`src/hdl/arpc_pkg.sv`:
```
`timescale 1ns / 1ps
// Shared types and constants for the audio record/playback controller.
// No dependencies; imported by arpc_ctrl and the top level.
package arpc_pkg;

	localparam int DEF_STORE_DEPTH = 16384;
	localparam int DEF_SAMPLE_BITS = 12;

	localparam int OP_BITS    = 3;
	localparam int MODE_BITS  = 2;
	localparam int LIMIT_BITS = 15;
	localparam int INDEX_BITS = 14;
	localparam int DAC_BITS   = 10;
	localparam int LAMP_BITS  = 3;

	localparam logic [LIMIT_BITS-1:0] LIMIT_RESET = LIMIT_BITS'(16000);

	// event codes
	localparam logic [OP_BITS-1:0] OP_REC_BTN  = 3'd0;
	localparam logic [OP_BITS-1:0] OP_PLAY_BTN = 3'd1;
	localparam logic [OP_BITS-1:0] OP_SEND_BTN = 3'd2;
	localparam logic [OP_BITS-1:0] OP_DUR_END  = 3'd3;
	localparam logic [OP_BITS-1:0] OP_TICK     = 3'd4;
	localparam logic [OP_BITS-1:0] OP_ADC      = 3'd5;
	localparam logic [OP_BITS-1:0] OP_SEND_END = 3'd6;
	localparam logic [OP_BITS-1:0] OP_READ     = 3'd7;

	// operating modes
	localparam logic [MODE_BITS-1:0] MODE_IDLE = 2'd0;
	localparam logic [MODE_BITS-1:0] MODE_REC  = 2'd1;
	localparam logic [MODE_BITS-1:0] MODE_PLAY = 2'd2;
	localparam logic [MODE_BITS-1:0] MODE_SEND = 2'd3;

	// lamp bit positions
	localparam int LAMP_REC  = 0;
	localparam int LAMP_PLAY = 1;
	localparam int LAMP_SEND = 2;

	// per-transaction status handed from the control unit to the output stages
	typedef struct packed {
		logic                 dac_write;
		logic                 dac_live;   // store entry was written, else reads zero
		logic                 read_live;  // read of a written entry
		logic [LAMP_BITS-1:0] lamps;
		logic [MODE_BITS-1:0] mode;
		logic                 ready;
		logic                 overrun;
		logic                 timeout;
	} arpc_status_t;

endpackage

```
`src/hdl/arpc_ctrl.sv`:
```
`timescale 1ns / 1ps
// Mode/flag/lamp state, sample position, fill mark and store access decode.
// Depends on arpc_pkg.
module arpc_ctrl #(
	parameter int STORE_DEPTH = arpc_pkg::DEF_STORE_DEPTH,
	parameter int SAMPLE_BITS = arpc_pkg::DEF_SAMPLE_BITS,
	localparam int AW = $clog2(STORE_DEPTH),
	localparam int PW = $clog2(STORE_DEPTH + 1)
) (
	input  logic                              clk,
	input  logic                              arst_n,
	input  logic                              accept,
	input  logic [arpc_pkg::OP_BITS-1:0]      opcode,
	input  logic [SAMPLE_BITS-1:0]            adc_sample,
	input  logic                              adc_overrun,
	input  logic                              send_failed,
	input  logic [arpc_pkg::INDEX_BITS-1:0]   read_index,
	input  logic                              cfg_we,
	input  logic [arpc_pkg::LIMIT_BITS-1:0]   cfg_data,
	output arpc_pkg::arpc_status_t            status,
	output logic                              mem_we,
	output logic [AW-1:0]                     mem_waddr,
	output logic [SAMPLE_BITS-1:0]            mem_wdata,
	output logic                              mem_re,
	output logic [AW-1:0]                     mem_raddr
);
	import arpc_pkg::*;

	localparam int CW0 = (PW > LIMIT_BITS) ? PW : LIMIT_BITS;
	localparam int CW  = (CW0 > INDEX_BITS) ? CW0 : INDEX_BITS;

	logic [MODE_BITS-1:0]  mode_q, mode_d;
	logic [PW-1:0]         pos_q, pos_d, hwm_q, hwm_d, lim_eff, pos_inc;
	logic [LIMIT_BITS-1:0] limit_q;
	logic                  ready_q, ready_d, ovr_q, ovr_d, tmo_q, tmo_d;
	logic [LAMP_BITS-1:0]  lamp_q, lamp_d;
	logic [CW-1:0]         lim_x, depth_x, ridx_x;
	logic                  may_start, pos_ok, ridx_ok;
	logic                  we_c, re_c, dac_write_c, read_live_c;

	assign lim_x     = CW'(limit_q);
	assign depth_x   = CW'(STORE_DEPTH);
	assign ridx_x    = CW'(read_index);
	assign lim_eff   = (lim_x < depth_x) ? lim_x[PW-1:0] : PW'(STORE_DEPTH);
	assign pos_ok    = pos_q < lim_eff;
	assign ridx_ok   = ridx_x < CW'(hwm_q);
	assign pos_inc   = pos_q + PW'(1);
	assign may_start = (mode_q == MODE_IDLE) && !ovr_q && !tmo_q && ready_q;

	always_comb begin
		mode_d      = mode_q;
		pos_d       = pos_q;
		hwm_d       = hwm_q;
		ready_d     = ready_q;
		ovr_d       = ovr_q;
		tmo_d       = tmo_q;
		lamp_d      = lamp_q;
		we_c        = 1'b0;
		re_c        = 1'b0;
		dac_write_c = 1'b0;
		read_live_c = 1'b0;
		unique case (opcode)
			OP_REC_BTN: begin
				if (ovr_q || tmo_q) begin
					ovr_d  = 1'b0;
					tmo_d  = 1'b0;
					lamp_d = '0;
				end
				if (mode_q == MODE_IDLE) begin
					mode_d            = MODE_REC;
					lamp_d[LAMP_REC]  = 1'b1;
					pos_d             = '0;
				end
			end
			OP_PLAY_BTN: begin
				if (may_start) begin
					mode_d            = MODE_PLAY;
					lamp_d[LAMP_PLAY] = 1'b1;
					pos_d             = '0;
				end
			end
			OP_SEND_BTN: begin
				if (may_start) begin
					mode_d            = MODE_SEND;
					lamp_d[LAMP_SEND] = 1'b1;
				end
			end
			OP_DUR_END: begin
				if (mode_q == MODE_REC) begin
					mode_d           = MODE_IDLE;
					ready_d          = 1'b1;
					lamp_d[LAMP_REC] = 1'b0;
				end else if (mode_q == MODE_PLAY) begin
					mode_d            = MODE_IDLE;
					lamp_d[LAMP_PLAY] = 1'b0;
				end
			end
			OP_TICK: begin
				if (mode_q == MODE_PLAY && pos_ok) begin
					dac_write_c = 1'b1;
					re_c        = pos_q < hwm_q;
					pos_d       = pos_inc;
				end
			end
			OP_ADC: begin
				if (mode_q == MODE_REC) begin
					if (adc_overrun) begin
						ovr_d   = 1'b1;
						ready_d = 1'b0;
						mode_d  = MODE_IDLE;
						lamp_d  = '1;
					end else if (pos_ok) begin
						we_c  = 1'b1;
						pos_d = pos_inc;
						if (pos_inc > hwm_q) begin
							hwm_d = pos_inc;
						end
					end
				end
			end
			OP_SEND_END: begin
				if (mode_q == MODE_SEND) begin
					tmo_d = tmo_q | send_failed;
					if (tmo_d) begin
						lamp_d[LAMP_REC] = 1'b1;
					end else begin
						lamp_d[LAMP_SEND] = 1'b0;
					end
					mode_d = MODE_IDLE;
				end
			end
			default: begin
				// read back; entries past the fill mark were never written and read zero
				re_c        = ridx_ok;
				read_live_c = ridx_ok;
			end
		endcase
	end

	assign mem_we    = accept && we_c;
	assign mem_waddr = pos_q[AW-1:0];
	assign mem_wdata = adc_sample;
	assign mem_re    = accept && re_c;
	assign mem_raddr = (opcode == OP_READ) ? ridx_x[AW-1:0] : pos_q[AW-1:0];

	always_comb begin
		status.dac_write = dac_write_c;
		status.dac_live  = dac_write_c && re_c;
		status.read_live = read_live_c;
		status.lamps     = lamp_d;
		status.mode      = mode_d;
		status.ready     = ready_d;
		status.overrun   = ovr_d;
		status.timeout   = tmo_d;
	end

	always_ff @(posedge clk or negedge arst_n) begin
		if (!arst_n) begin
			mode_q  <= MODE_IDLE;
			pos_q   <= '0;
			hwm_q   <= '0;
			ready_q <= 1'b0;
			ovr_q   <= 1'b0;
			tmo_q   <= 1'b0;
			lamp_q  <= '0;
			limit_q <= LIMIT_RESET;
		end else begin
			if (accept) begin
				mode_q  <= mode_d;
				pos_q   <= pos_d;
				hwm_q   <= hwm_d;
				ready_q <= ready_d;
				ovr_q   <= ovr_d;
				tmo_q   <= tmo_d;
				lamp_q  <= lamp_d;
			end
			if (cfg_we) begin
				limit_q <= cfg_data;
			end
		end
	end

endmodule
```
`config.mk`:
```
export PLATFORM = sky130hd
export DESIGN_NAME = arpc_ctrl
export DESIGN_NICKNAME = d
export VERILOG_FILES = /design/src/hdl/arpc_pkg.sv /design/src/hdl/arpc_ctrl.sv
export SDC_FILE = /design/constraint.sdc
export NUM_CORES = 1
export LEC_CHECK = 0
export BUFFER_PORTS_ARGS = -buffer_cell sky130_fd_sc_hd__clkbuf_2
export CAP_MARGIN = 30
export CORE_ASPECT_RATIO = 0.75
export CORE_MARGIN = 10
export CORE_UTILIZATION = 43
export DETAILED_ROUTE_END_ITERATION = 7
export HOLD_SLACK_MARGIN = 0.05
export PLACE_DENSITY_LB_ADDON = 0.1
export SLEW_MARGIN = 20
export SYNTH_ARGS = -nofsm -noshare
export SYNTH_HDL_FRONTEND = slang
export SYNTH_SLANG_ARGS = --single-unit
```
`constraint.sdc`:
```
create_clock -name clk -period 6.1 [get_ports clk]
set_clock_uncertainty 0.1 [all_clocks]
set_input_delay 1.22 -clock clk [delete_from_list [all_inputs] [get_ports clk]]
set_output_delay 1.22 -clock clk [all_outputs]
set_load 0.02 [all_outputs]
```
==> results of run 1 <==
-- final cells by class --
type,count,area [µm²],area share (%)
Multi-Input combinational cell,342,2766,55.95
Sequential cell,53,1334,26.97
Timing Repair Buffer,80,409.1,8.274
Tap cell,136,170.2,3.441
Clock buffer,5,125.1,2.530
Inverter,25,93.84,1.898
Clock inverter,3,46.29,0.9362
-- power by group --
group          internal [µW]  switching (µW)  total, µW
clock                    195             137        332
sequential               382            32.3        414
combinational            105             139        244
-- layout by cell type (no fill, tap or decap), types with 5 or more instances in the layout --
master,count
dfstp_2,6
xnor2_1,11
nand4_1,11
a21oi_1,20
a21o_1,11
nand2_1,38
a31oi_1,8
nand3_1,16
nor2_1,19
nor2b_1,5
mux2_4,10
inv_1,25
clkbuf_2,78
mux2_2,41
a211oi_1,9
ha_1,58
a22o_1,11
o21ai_0,19
clkbuf_16,5
dfrtp_1,47
-- cell usage after synthesis (12+ instances only) --
| master | n | area share [%] |
|---|---|---|
| ha_1 | 58 | 16 |
| clkbuf_1 | 12 | 1.0 |
| buf_4 | 32 | 5.3 |
| inv_1 | 25 | 2.1 |
| o21ai_0 | 19 | 2.1 |
| dfrtp_1 | 47 | 26 |
| a21oi_1 | 20 | 2.2 |
| mux2_2 | 41 | 10 |
| nand2_1 | 38 | 3.2 |
| nand3_1 | 16 | 1.8 |
| nor2_1 | 19 | 1.6 |
-- through the flow --
| stage | hold WS, ns | setup WS [ns] | instances |
|---|---|---|---|
| 5_1_grt | 0.4249 | 0.9895 | 644 |
| 3_5_place_dp | 0.3954 | 1.539 | 636 |
| 4_1_cts | 0.4123 | 1.299 | 644 |
| 3_3_place_gp | 0.3916 | 1.631 | 635 |
| 6_report | 0.4090 | 1.341 | 644 |
| 2_1_floorplan | 0.3718 | 2.043 | 469 |
-- logic make-up (layout without fill, tap and decap cells) --
group	after synthesis	count (layout)	synth area share [%]
and+or+nand+nor	123	123	14.46
xor gates and xnor gates	13	13	2.526
AOI/OAI and AO/OA	95	95	14.05
DFF	53	53	29.59
adders and majority gates	59	59	16.55
buffers and inverters	74	113	9.023
muxes	52	52	13.80
-- critical path: stages, from the launching register on --
cell	delay, ns
dfrtp_1	0.38
inv_1	0.31
nand2_1	0.12
ha_1	0.31
nand4_1	0.17
nor3_1	0.07
a211oi_1	0.56
nor4b_1	0.61
and4b_1	0.33
o21a_1	0.12
clkbuf_2	0.16
-- metal layers --
layer  routed length [µm]  global-route usage (%)
met1                 5793                   20.99
met2                 4927                   23.20
met3                  633                   4.083
met4                   81                   2.703
met5                    0                       0
-- worst paths after layout --
kind                            from        end  slack [ns]  depth (start not counted)
min in group asynchronous     arst_n   pos_q[3]        0.94                          2
hold reg to reg             hwm_q[1]   hwm_q[1]        0.41                          1
max in group asynchronous     arst_n  lim_x[14]        4.46                          2
setup reg to reg            pos_q[1]   hwm_q[6]        2.10                         12
hold / removal              hwm_q[1]   hwm_q[1]        0.41                          1
setup / recovery           lim_x[14]     mem_re        1.34                         10
-- sequential cells by signal, summed over array words and instances, names as in the netlist --
name,count
hwm_q,15
mode_q,2
ready_q,1
ovr_q,1
lamp_q,3
lim_x,15
tmo_q,1
pos_q,15
==> flow_summary.json, run 1 <==
{
  "fmax_ghz": 0.2101,
  "final-setup-viol-count": 0,
  "area_delta_synth_final_pct": 9.717,
  "grt_pass1_wl_mm": 18.86,
  "drtIter0Drc": 181,
  "netlist_area_um2": 4507,
  "dpl_cell_area_um2": 4773,
  "yosysWarnings": 0,
  "cts.sinks": 53,
  "synthFlopType": "dfrtp_1",
  "fp-row-count": 32,
  "vias_per_cell": 5.547,
  "clockRootBuffer": "clkbuf_16",
  "final_util_pct": 48.24,
  "power.density_nw_per_um2": 200.2,
  "crit_path_max_fanout": 15,
  "track_usage_pct": 15.09,
  "rsz0062_at_grt": "no",
  "tritoncts.num_buffers": 5,
  "worstSetupPathType": "register to primary output",
  "clock_latency_ns": 0.30,
  "grt_pass1_vias": 3586,
  "arrival_ns": 3.44,
  "cts_hold_buf": 0,
  "worstSetupEndpointType": "primary output",
  "dr.pass1.iters": 4,
  "die-area_um2": 15020,
  "io_pins": 103,
  "layout.nets": 616,
  "grt_overflow": 0,
  "worst_pin_slew_ns": 0.8318,
  "cts_tree": "built",
  "start_util_pct": 43.97,
  "ant_nets": 0,
  "status": "completed",
  "drive_above_1_share_pct": 30.31,
  "clk_pin_slew_ns": 0.07,
  "drv_slew": 0,
  "slew_headroom_pct": 44.55,
  "place.port_buffers": 78,
  "antenna_found_initial": 0,
  "clk_path_buf_depth": 2,
  "diodes": 0,
  "finalCriticalPeriod_ns": 4.759,
  "fill_cells": 1027,
  "synth_seq_cells": 53,
  "design_area_um2": 4945,
  "post_cts_resized": 0,
  "leakage_uw": 0.002423,
  "syn_nets": 578,
  "chipWidth_um": 138.2,
  "period_share_pct": 78.01,
  "drc": 0,
  "setup-tns-final_ns": 0,
  "routabilityCongestion": 0.8454,
  "vdd_drop_max_uv": 146.7,
  "ys_async_sr_fraction_pct": 100.0,
  "total_power_uw": 989.9,
  "ys_seq_area_share_pct": 29.59,
  "hp-class": "register to register",
  "wl_per_cell_um": 17.76,
  "vias": 3572,
  "synth.distinct_cells": 54,
  "maxCapViolations": 0,
  "core-area_um2": 10250,
  "cp-start-kind": "register",
  "die_y_um": 108.7,
  "critPathRequiredTime_ns": 4.78,
  "ctsHtreeMaxLevel": 2,
  "synth_edf_count": 0,
  "synth.avg_cell_area_um2": 9.609,
  "synth_cells": 469,
  "place_hpwl_mm": 9.093,
  "final-hold-violation-count": 0,
  "post-cts-setup-buffer-count": 0,
  "grt_start_max_net_pins": 54,
  "drt_wl_total_mm": 11.44
}
Power figures use the tool's default switching activity.
==> run 2, diff against run 1 <==
- clock period: 6.1 -> 3.9 ns (I/O delays scaled with it)
==> run 2 against run 1 <==
Net effect:
- cell count grew 3.9%
- combinational power grew 62%
- setup slack lost 1.2 ns
- critical endpoint unchanged
==> flow_summary.json, run 2 (synthesis results as in run 1) <==
{
  "cp-start-kind": "register",
  "vias_per_cell": 5.463,
  "drt_wl_total_mm": 12.07,
  "cp_common_cell": "buf_4",
  "drv_slew": 0,
  "cp.depth": 12,
  "layout_commonest_cell": "clkbuf_2",
  "status": "completed",
  "grt_start_max_net_pins": 29,
  "dr.pass1.iters": 5,
  "comb_power_share_pct": 24.3,
  "worstSetupPathType": "register to primary output",
  "ctsHtreeMaxLevel": 2,
  "grt_pass1_vias": 3735,
  "routabilityCongestion": 0.8694,
  "critPathLaunch": "lim_x[14]",
  "layout.nets": 641,
  "path_cells": "clkinvlp_4 > buf_4 > nand2_1 > ha_1 > nand3_1 > or4_4 > nor2_4 > nor4b_2 > buf_4 > and4b_1 > o21a_1 > clkbuf_2",
  "area_delta_synth_final_pct": 15.10,
  "rsz0062_at_grt": "no",
  "vdd_drop_max_uv": 184.7,
  "final-hold-violation-count": 0,
  "period_share_pct": 96.88,
  "power.density_nw_per_um2": 314.2,
  "final-setup-viol-count": 0,
  "clk_path_buf_depth": 2,
  "ff2ff_setup_slack_ns": 0.54,
  "clk_pin_slew_ns": 0.07,
  "p_sw_uw": 492.0,
  "rr_worst_depth": 14,
  "cts.sinks": 53,
  "dp_slack_ns": 0.1799,
  "leakage_uw": 0.002568,
  "dpl_cell_area_um2": 4932,
  "fill_cells": 1002,
  "grt_overflow": 0,
  "layout_common_cells": "clkbuf_2 (78), ha_1 (58), dfrtp_1 (46)",
  "cp_slowest_cell": "or4_4",
  "crit-reg2reg-launch": "pos_q[1]",
  "setup-tns-final_ns": 0,
  "netSwitchingFraction_pct": 30.18,
  "diodes": 0,
  "crit_buf_inv": 4,
  "cts_tree": "built",
  "worstSetupEndpointType": "primary output",
  "pwr-share-clk_pct": 36.0,
  "fmax_ghz": 0.2647,
  "pwr-share-seq_pct": 39.7,
  "place.port_buffers": 78,
  "maxCapViolations": 0,
  "tritoncts.num_buffers": 5,
  "reg2reg_to": "hwm_q[2]",
  "slew_headroom_pct": 50.80,
  "antenna_found_initial": 0,
  "clockRootBuffer": "clkbuf_16",
  "drtIter0Drc": 272,
  "critPathRequiredTime_ns": 3.02,
  "start_util_pct": 43.97,
  "wl_per_cell_um": 18.05,
  "crit_path_max_fanout": 5,
  "track_usage_pct": 15.80,
  "clock_latency_ns": 0.30,
  "finalCriticalPeriod_ns": 3.779,
  "fin_ws_ns": 0.1215,
  "vias": 3655,
  "die_y_um": 108.7,
  "design_area_um2": 5187,
  "fp-row-count": 32,
  "chipWidth_um": 138.2,
  "cellInternalPower_uw": 1138,
  "drc": 0,
  "drive_above_1_share_pct": 34.71,
  "worst_pin_slew_ns": 0.7380,
  "arrival_ns": 2.90,
  "hp-class": "register to register",
  "cp-endpoint": "mem_re",
  "die-area_um2": 15020,
  "grt_pass1_wl_mm": 19.82,
  "core-area_um2": 10250,
  "ant_nets": 0,
  "critPathTopFamily": "simple AND/OR/NAND/NOR gates",
  "max_stage_delay_ns": 0.51,
  "place_hpwl_mm": 9.551,
  "io_pins": 103
}
## run 2: cell count changes in the layout (fill, tap and decap cells not counted), sizes merged
cell and change:
buf +24, bufinv +1, clkinvlp +1, inv -1
## run 2: metal layers
| metal | GRT usage [%] | up-vias | wire, µm |
|---|---|---|---|
| met2 | 23.91 | 90 | 5201 |
| met1 | 22.30 | 1755 | 6084 |
| met3 | 4.301 | 8 | 694 |
| met5 | 0 | - | 0 |
| met4 | 2.703 | 0 | 92 |
| li1 | - | 1802 | - |
## run 2: metrics by stage
stage	hold slack (ns)	total power (µW)	std cells	util, %
finish	0.4124	1630	669	50.61
global route	0.4294	1729	669	50.61
CTS	0.4152	1643	666	50.16
detailed placement	0.3932	1050	656	48.12
global placement	0.3901	1040	656	48.12
floorplan	0.3718	943.3	469	-
## run 2: layout make-up
type	count	area (µm²)	share of cell area, %
Multi-Input combinational cell	342	2789	53.76
Sequential cell	53	1335	25.74
Timing Repair Buffer	104	598.1	11.53
Tap cell	136	170.2	3.280
Clock buffer	5	125.1	2.412
Inverter	25	97.59	1.881
Clock inverter	3	65.06	1.254
Timing Repair inverter	1	7.507	0.1447
## run 2: power groups by stage
stage	Combinational, µW	Sequential, µW	Clock (µW)
floorplan	311	633	0
global placement	384	656	0
detailed placement	393	657	0
CTS	398	646	599
global route	447	657	625
finish	396	647	587
## run 2: worst min-delay path by stage
stage          startpoint  cells past startpoint   endpoint
6_report         lim_x[3]                      1   lim_x[3]
5_1_grt          hwm_q[1]                      1   hwm_q[1]
4_1_cts          hwm_q[5]                      1   hwm_q[5]
3_5_place_dp     hwm_q[5]                      1   hwm_q[5]
3_3_place_gp    lamp_q[1]                      1  lamp_q[1]
2_1_floorplan    lim_x[0]                      1   lim_x[0]
## run 2: worst reg2reg max path: stages (launching register included)
cell	delay, ns
dfrtp_1	0.55
ha_1	0.23
nand2_1	0.06
nor2_1	0.14
buf_4	0.17
nand2_1	0.07
xnor2_1	0.32
ha_1	0.32
a21o_1	0.16
a21o_1	0.16
a21oi_1	0.19
o21ai_0	0.14
nand3_2	0.11
buf_12	0.18
mux2_2	0.35
## run 2: repair_timing
item                       in CTS  in global routing
resized for setup               1                  7
gates cloned                    0                  1
pin swaps                       0                  1
hold buffers                    0                  0
setup endpoints to repair       1                  3
setup buffers                   2                  2
